$ cat config.mk
export PLATFORM = sky130hd
export DESIGN_NAME = xsm_mul_cell
export DESIGN_NICKNAME = d
export VERILOG_FILES = /design/src/rtl/xsm_pkg.sv /design/src/rtl/xsm_mul_cell.sv
export SDC_FILE = /design/constraint.sdc
export NUM_CORES = 2
export LEC_CHECK = 0
export ABC_CLOCK_PERIOD_IN_PS = 22400
export BUFFER_PORTS_ARGS = -buffer_cell sky130_fd_sc_hd__clkbuf_2
export CAP_MARGIN = 25
export CORE_ASPECT_RATIO = 2
export CORE_MARGIN = 5
export CORE_UTILIZATION = 65
export DETAILED_ROUTE_END_ITERATION = 8
export PLACE_DENSITY = 0.83
export SYNTH_ARGS = -nofsm -noshare
export SYNTH_HDL_FRONTEND = slang
export SYNTH_SLANG_ARGS = --single-unit
$ cat constraint.sdc
create_clock -name clock -period 22.4 [get_ports clock]
set_input_delay 2.24 -clock clock [delete_from_list [all_inputs] [get_ports clock]]
set_output_delay 2.24 -clock clock [all_outputs]
set_load 0.02 [all_outputs]
$ cat src/rtl/xsm_pkg.sv
package xsm_pkg;

   localparam int unsigned LimbW    = 32;
   localparam int unsigned NumLimbs = 8;
   localparam int unsigned FeW      = 256;
   localparam int unsigned AccW     = 292;
   localparam int unsigned CellXW   = 38;
   localparam int unsigned CellYW   = 40;
   localparam int unsigned CellCW   = 34;
   localparam int unsigned CellTW   = 66;
   localparam int unsigned HiW      = AccW - FeW;

   localparam logic [7:0] LadderTop = 8'd254;
   localparam logic [7:0] InvTop    = 8'd253;
   localparam logic [7:0] InvSkipA  = 8'd2;
   localparam logic [7:0] InvSkipB  = 8'd4;
   localparam logic [16:0] A24      = 17'd121666;
   localparam logic [5:0] Fold38    = 6'd38;
   localparam logic [4:0] Fold19    = 5'd19;
   localparam logic [257:0] P4      = (258'd1 << 257) - 258'd76;

   typedef enum logic [2:0] {
      OP_ADD, OP_SUB, OP_MUL, OP_SETK, OP_SETU, OP_CAN1, OP_CAN2
   } op_type;

   typedef enum logic [3:0] {
      R_X1, R_X2, R_Z2, R_X3, R_Z3, R_A, R_B, R_AA, R_BB, R_E, R_DA, R_CB,
      R_K24, R_ACC, R_ZERO
   } reg_type;

   typedef struct packed {
      op_type      op;
      reg_type     dst;
      reg_type     sa;
      reg_type     sb;
      logic [16:0] k;
   } instr_type;

   localparam logic [4:0] PC_INIT_END = 5'd6;
   localparam logic [4:0] PC_STEP     = 5'd7;
   localparam logic [4:0] PC_STEP_END = 5'd24;
   localparam logic [4:0] PC_INV      = 5'd25;
   localparam logic [4:0] PC_SQR      = 5'd26;
   localparam logic [4:0] PC_MULZ     = 5'd27;
   localparam logic [4:0] PC_FIN      = 5'd28;
   localparam logic [4:0] PC_CAN2     = 5'd30;

   function automatic instr_type mk(input op_type op, input reg_type d, input reg_type a,
                                    input reg_type b, input logic [16:0] k);
      instr_type r;
      r.op  = op;
      r.dst = d;
      r.sa  = a;
      r.sb  = b;
      r.k   = k;
      return r;
   endfunction

   function automatic instr_type prog(input logic [4:0] pc);
      instr_type r;
      case (pc)
         5'd0:    r = mk(OP_SETU, R_X1,   R_X1,  R_X1,  17'd0);
         5'd1:    r = mk(OP_SETU, R_X3,   R_X1,  R_X1,  17'd0);
         5'd2:    r = mk(OP_SETK, R_X2,   R_X1,  R_X1,  17'd1);
         5'd3:    r = mk(OP_SETK, R_Z2,   R_X1,  R_X1,  17'd0);
         5'd4:    r = mk(OP_SETK, R_Z3,   R_X1,  R_X1,  17'd1);
         5'd5:    r = mk(OP_SETK, R_K24,  R_X1,  R_X1,  A24);
         5'd6:    r = mk(OP_SETK, R_ZERO, R_X1,  R_X1,  17'd0);
         5'd7:    r = mk(OP_ADD,  R_A,    R_X2,  R_Z2,  17'd0);
         5'd8:    r = mk(OP_SUB,  R_B,    R_X2,  R_Z2,  17'd0);
         5'd9:    r = mk(OP_MUL,  R_AA,   R_A,   R_A,   17'd0);
         5'd10:   r = mk(OP_MUL,  R_BB,   R_B,   R_B,   17'd0);
         5'd11:   r = mk(OP_MUL,  R_X2,   R_AA,  R_BB,  17'd0);
         5'd12:   r = mk(OP_SUB,  R_E,    R_AA,  R_BB,  17'd0);
         5'd13:   r = mk(OP_SUB,  R_DA,   R_X3,  R_Z3,  17'd0);
         5'd14:   r = mk(OP_MUL,  R_DA,   R_DA,  R_A,   17'd0);
         5'd15:   r = mk(OP_ADD,  R_CB,   R_X3,  R_Z3,  17'd0);
         5'd16:   r = mk(OP_MUL,  R_CB,   R_CB,  R_B,   17'd0);
         5'd17:   r = mk(OP_ADD,  R_X3,   R_DA,  R_CB,  17'd0);
         5'd18:   r = mk(OP_MUL,  R_X3,   R_X3,  R_X3,  17'd0);
         5'd19:   r = mk(OP_SUB,  R_Z3,   R_DA,  R_CB,  17'd0);
         5'd20:   r = mk(OP_MUL,  R_Z3,   R_Z3,  R_Z3,  17'd0);
         5'd21:   r = mk(OP_MUL,  R_Z3,   R_Z3,  R_X1,  17'd0);
         5'd22:   r = mk(OP_MUL,  R_Z2,   R_E,   R_K24, 17'd0);
         5'd23:   r = mk(OP_ADD,  R_Z2,   R_Z2,  R_BB,  17'd0);
         5'd24:   r = mk(OP_MUL,  R_Z2,   R_Z2,  R_E,   17'd0);
         5'd25:   r = mk(OP_ADD,  R_ACC,  R_Z2,  R_ZERO, 17'd0);
         5'd26:   r = mk(OP_MUL,  R_ACC,  R_ACC, R_ACC, 17'd0);
         5'd27:   r = mk(OP_MUL,  R_ACC,  R_ACC, R_Z2,  17'd0);
         5'd28:   r = mk(OP_MUL,  R_A,    R_X2,  R_ACC, 17'd0);
         5'd29:   r = mk(OP_CAN1, R_A,    R_A,   R_A,   17'd0);
         default: r = mk(OP_CAN2, R_A,    R_A,   R_A,   17'd0);
      endcase
      return r;
   endfunction

   // logical to physical register, follows the ladder swap
   function automatic reg_type remap(input reg_type r, input logic sw);
      reg_type o;
      o = r;
      if (sw) begin
         unique case (r)
            R_X2:    o = R_X3;
            R_X3:    o = R_X2;
            R_Z2:    o = R_Z3;
            R_Z3:    o = R_Z2;
            default: o = r;
         endcase
      end
      return o;
   endfunction

endpackage

$ cat src/rtl/xsm_mul_cell.sv
module xsm_mul_cell (
   input  logic                          clock,
   input  logic                          clear,
   input  logic                          enable,
   input  logic [xsm_pkg::LimbW-1:0]     a_limb,
   input  logic [xsm_pkg::LimbW-1:0]     b_limb,
   input  logic [xsm_pkg::CellXW-1:0]    x_in,
   input  logic [xsm_pkg::CellYW-1:0]    y_in,
   output logic [xsm_pkg::LimbW-1:0]     lo_out,
   output logic [xsm_pkg::CellCW-1:0]    carry_out
);
   import xsm_pkg::*;

   logic [LimbW-1:0]   lo_ff, lo_in;
   logic [CellCW-1:0]  carry_ff, carry_in;
   logic [2*LimbW-1:0] prod;
   logic [CellTW-1:0]  t;

   always_comb begin
      prod     = a_limb * b_limb;
      t        = CellTW'(prod) + CellTW'(x_in) + CellTW'(y_in);
      lo_in    = t[LimbW-1:0];
      carry_in = t[LimbW+CellCW-1:LimbW];
   end

   always_ff @(posedge clock) begin
      if (clear) begin
         lo_ff    <= '0;
         carry_ff <= '0;
      end else if (enable) begin
         lo_ff    <= lo_in;
         carry_ff <= carry_in;
      end
   end

   assign lo_out    = lo_ff;
   assign carry_out = carry_ff;

endmodule

==> results.md <==
- Result of the run: completed
- Startpoint type of the worst setup path: input port
- Insertion delay of the later-clocked pin in the worst-skew pair: 0.34 ns
- Share of layout cells above drive strength 1: 0.06093
- Count of standard-cell rows: between 100 and 150
- Class of the tightest hold or removal check: reg -> reg
- CP required: around 23 ns
- Number of ports placed on the die boundary: around 210
- Most repeated library cell on the critical path: sky130_fd_sc_hd__fa_1
- Crit-path cells: clkbuf_2 > and2_1 > fa_1 > inv_1 > fa_1 > fa_1 > fa_1 > fa_1 > inv_1 > fa_1 > fa_1 > inv_1 > fa_1 > inv_1 > ha_1 > nand4_1 > nor4_2 > nand2_1 > o32ai_2 > o21ai_2 > a21oi_1 > o21ai_0 > a2111oi_0 > a311o_1
- GPL Wtd Cong: 0.9702
- Count of unresolved DRC violations after routing: 0
- Die Footprint: 63680 um^2
- Part of the cycle the worst path needs: 0.4605
- Initial cell density of the core: 0.6548
- Proportion of synthesized chip area in sequential cells: 0.03478
- Hold depth: 2
- Tightest slew margin relative to the limit: 0.2720
- Critical path endpoint category: flip-flop
- Max Root-Sink Buffers: 2
- Core ar.: between 50000 and 60000 um^2
- Crit path DAT: approximately 11 ns
- Hpwl dp: just under 90 mm
- Htree depth: 3
- Die outline width: 181.0 um
- Final cell count without fillers: a little over 5000
- Critical setup path kind: in -> reg
- Count of placed standard cells including taps: around 5000
- Number of antenna violations at the first check in global routing: 0
- Worst reg2reg path endpoint: carry_out[26]
- Vias: about 30000
- Skew final: 0 ns
- Sum of negative setup slack: 0 ns
- Ant diodes: 0
- Number of buffers inserted by post-CTS setup repair: 0
- Most common cell after layout, fill and taps aside: sky130_fd_sc_hd__inv_1
- Clock-pin slew of the registers on the worst-case setup and hold paths: approximately 0.060 ns
- Library cells used by synthesis: between 70 and 80
- Buffer type at the clock tree root: sky130_fd_sc_hd__clkbuf_16
- Post-synthesis average cell area: 8.902 um^2
- Clock tree sinks: 66
- Post-placement cell area: between 30000 and 40000 um^2
- Final Critical Period: ~10 ns
- Total of flip-flops plus latches after synthesis: 66
- Hold wc startpoint: carry_out[6]
- Area Overhead vs Synth: 3.777%
- Buffers added on ports: between 200 and 250
- First-pass GRT wire length: 178.5 mm
- Non-Filler Cell Area, Final: around 39000 um^2
- Total global routing overflow: 0
- Netlist Area Pre-Place: 37990 um^2
- Count of TritonRoute iterations in the first routing pass: 6
- R2r worst-path depth: 2
- Post-Synthesis Cells: 4268
- Worst path max stage delay: 0.60 ns
- Hold Path Sink: carry_out[6]
- Least-Margin Pin Slew: 1.092 ns
- Die H: approximately 350 um
- Post-synthesis net count: around 5700
- Pin count of the biggest net entering global routing: 66
- First DRT Iteration DRCs: 2340
- Crit-path max FO: 32
- Async S/R FF share, synth: 0
- Final worst hold slack: 0.4557 ns
- Maximum capacitance violations: 0
- Routed wire per std cell: 22.09 um
- Via-to-Cell Ratio: about 5.9
- Total routing resource utilization after global routing: 0.3577
- RSZ-0062 raised after global routing: false
- Post-synth EDFFs: 0
- Worst reg-to-reg setup slack: 21.59 ns
- Antenna viol nets, final: 0
- Fin nets: 5657
- Post-cts resize count: 0
- Number of max-slew violations in the final report: 0
- Number of buffers added by the clock tree synthesis step: 9
- Wire length after detailed routing: 111.1 mm
- Number of failing setup endpoints in the final timing report: 0
- Yosys warns: 0
- Primary FF master, synth: sky130_fd_sc_hd__dfxtp_1
- Number of buffers inserted for hold repair after clock tree synthesis: 0
- Vias in the first global route: 33670
- # fillers: 4483
- Startpoint of the most critical register-to-register path: carry_out[26]
- TritonCTS clock tree: yes
- Slowest stage cell on the critical path: sky130_fd_sc_hd__fa_1
- Top achievable clock speed: 96.95 MHz
- Commonest cells after routing, fill and taps aside: sky130_fd_sc_hd__inv_1, sky130_fd_sc_hd__fa_1, sky130_fd_sc_hd__nand2_1
- Final Hold Viols: 0
cell type report:
| class | count | area [um^2] | area share |
|---|---|---|---|
| Multi-Input combinational cell | 2880 | 31660 | 0.8029 |
| Clock inverter | 6 | 65.06 | 0.001650 |
| Tap cell | 762 | 953.4 | 0.02418 |
| Inverter | 1087 | 4080 | 0.1035 |
| Timing Repair Buffer | 218 | 1111 | 0.02818 |
| Sequential cell | 66 | 1321 | 0.03351 |
| Clock buffer | 10 | 239.0 | 0.006061 |
layer usage:
metal,global-route usage,part of all wire
met5,0,0
met4,0.2440,0.095
met3,0.06619,0.095
met2,0.6181,0.50
met1,0.3984,0.31
critical path: cells and delay by family:
family                     cells  cell delay, ns
adders and majority gates      9            4.60
and+or+nand+nor                4            1.23
buffers and inverters          5            0.86
AOI/OAI and AO/OA              6            1.63
cells by family after synthesis:
| logic type | count (synthesis) | synth area share |
|---|---|---|
| XOR/XNOR | 46 | 0.01060 |
| buffers and inverters | 1322 | 0.1320 |
| adder cells (fa/ha/maj) | 1250 | 0.6043 |
| AND/OR/NAND/NOR | 1273 | 0.1606 |
| AO/OA/AOI/OAI | 272 | 0.04742 |
| multiplexers | 39 | 0.01027 |
| flip-flops | 66 | 0.03478 |
state kept, by name, indices dropped and copies added, names as in the netlist:
name / count
carry_out: 34
lo_out: 32
worst max-delay path by stage:
stage | startpoint | cells after the start | end
floorplan | b_limb[8] | 26 | carry_out[29]
global placement | a_limb[14] | 24 | carry_out[29]
detailed placement | a_limb[25] | 25 | carry_out[29]
CTS | a_limb[13] | 24 | carry_out[29]
global route | a_limb[9] | 25 | carry_out[29]
finish | a_limb[13] | 24 | carry_out[29]
Yosys cell counts, types with 11 or more instances:
master                     instances  area [um^2]
sky130_fd_sc_hd__nand2_1         668         2507
sky130_fd_sc_hd__ha_1            275         3441
sky130_fd_sc_hd__nand4_1          19        118.9
sky130_fd_sc_hd__nor2_1           72        270.3
sky130_fd_sc_hd__mux2i_1          39        390.4
sky130_fd_sc_hd__and3_1           17        106.4
sky130_fd_sc_hd__and2_1          433         2709
sky130_fd_sc_hd__dfxtp_1          66         1321
sky130_fd_sc_hd__nor3_1           17        85.08
sky130_fd_sc_hd__fa_1            975        19520
sky130_fd_sc_hd__xnor2_1          26        227.7
sky130_fd_sc_hd__a31oi_1          14        87.58
sky130_fd_sc_hd__nand3_1          17        85.08
sky130_fd_sc_hd__inv_1          1087         4080
sky130_fd_sc_hd__a21oi_1          81        405.4
sky130_fd_sc_hd__clkbuf_1        221        829.6
sky130_fd_sc_hd__o21ai_0          52        260.3
sky130_fd_sc_hd__a21o_1           28        210.2
sky130_fd_sc_hd__o21a_1           14        105.1
sky130_fd_sc_hd__xor2_1           20        175.2
sky130_fd_sc_hd__a211oi_1         11        82.58
stage by stage:
step | worst slack [ns] | utilization
2_1_floorplan | 13.36 | -
3_3_place_gp | 11.96 | 0.6743
3_5_place_dp | 11.90 | 0.6743
4_1_cts | 12.23 | 0.6795
5_1_grt | 11.81 | 0.6795
6_report | 12.08 | 0.6795
Power is left out: the tool's default activity adds up to more than one toggle a clock period on the data nets, which glitch-free logic cannot reach.
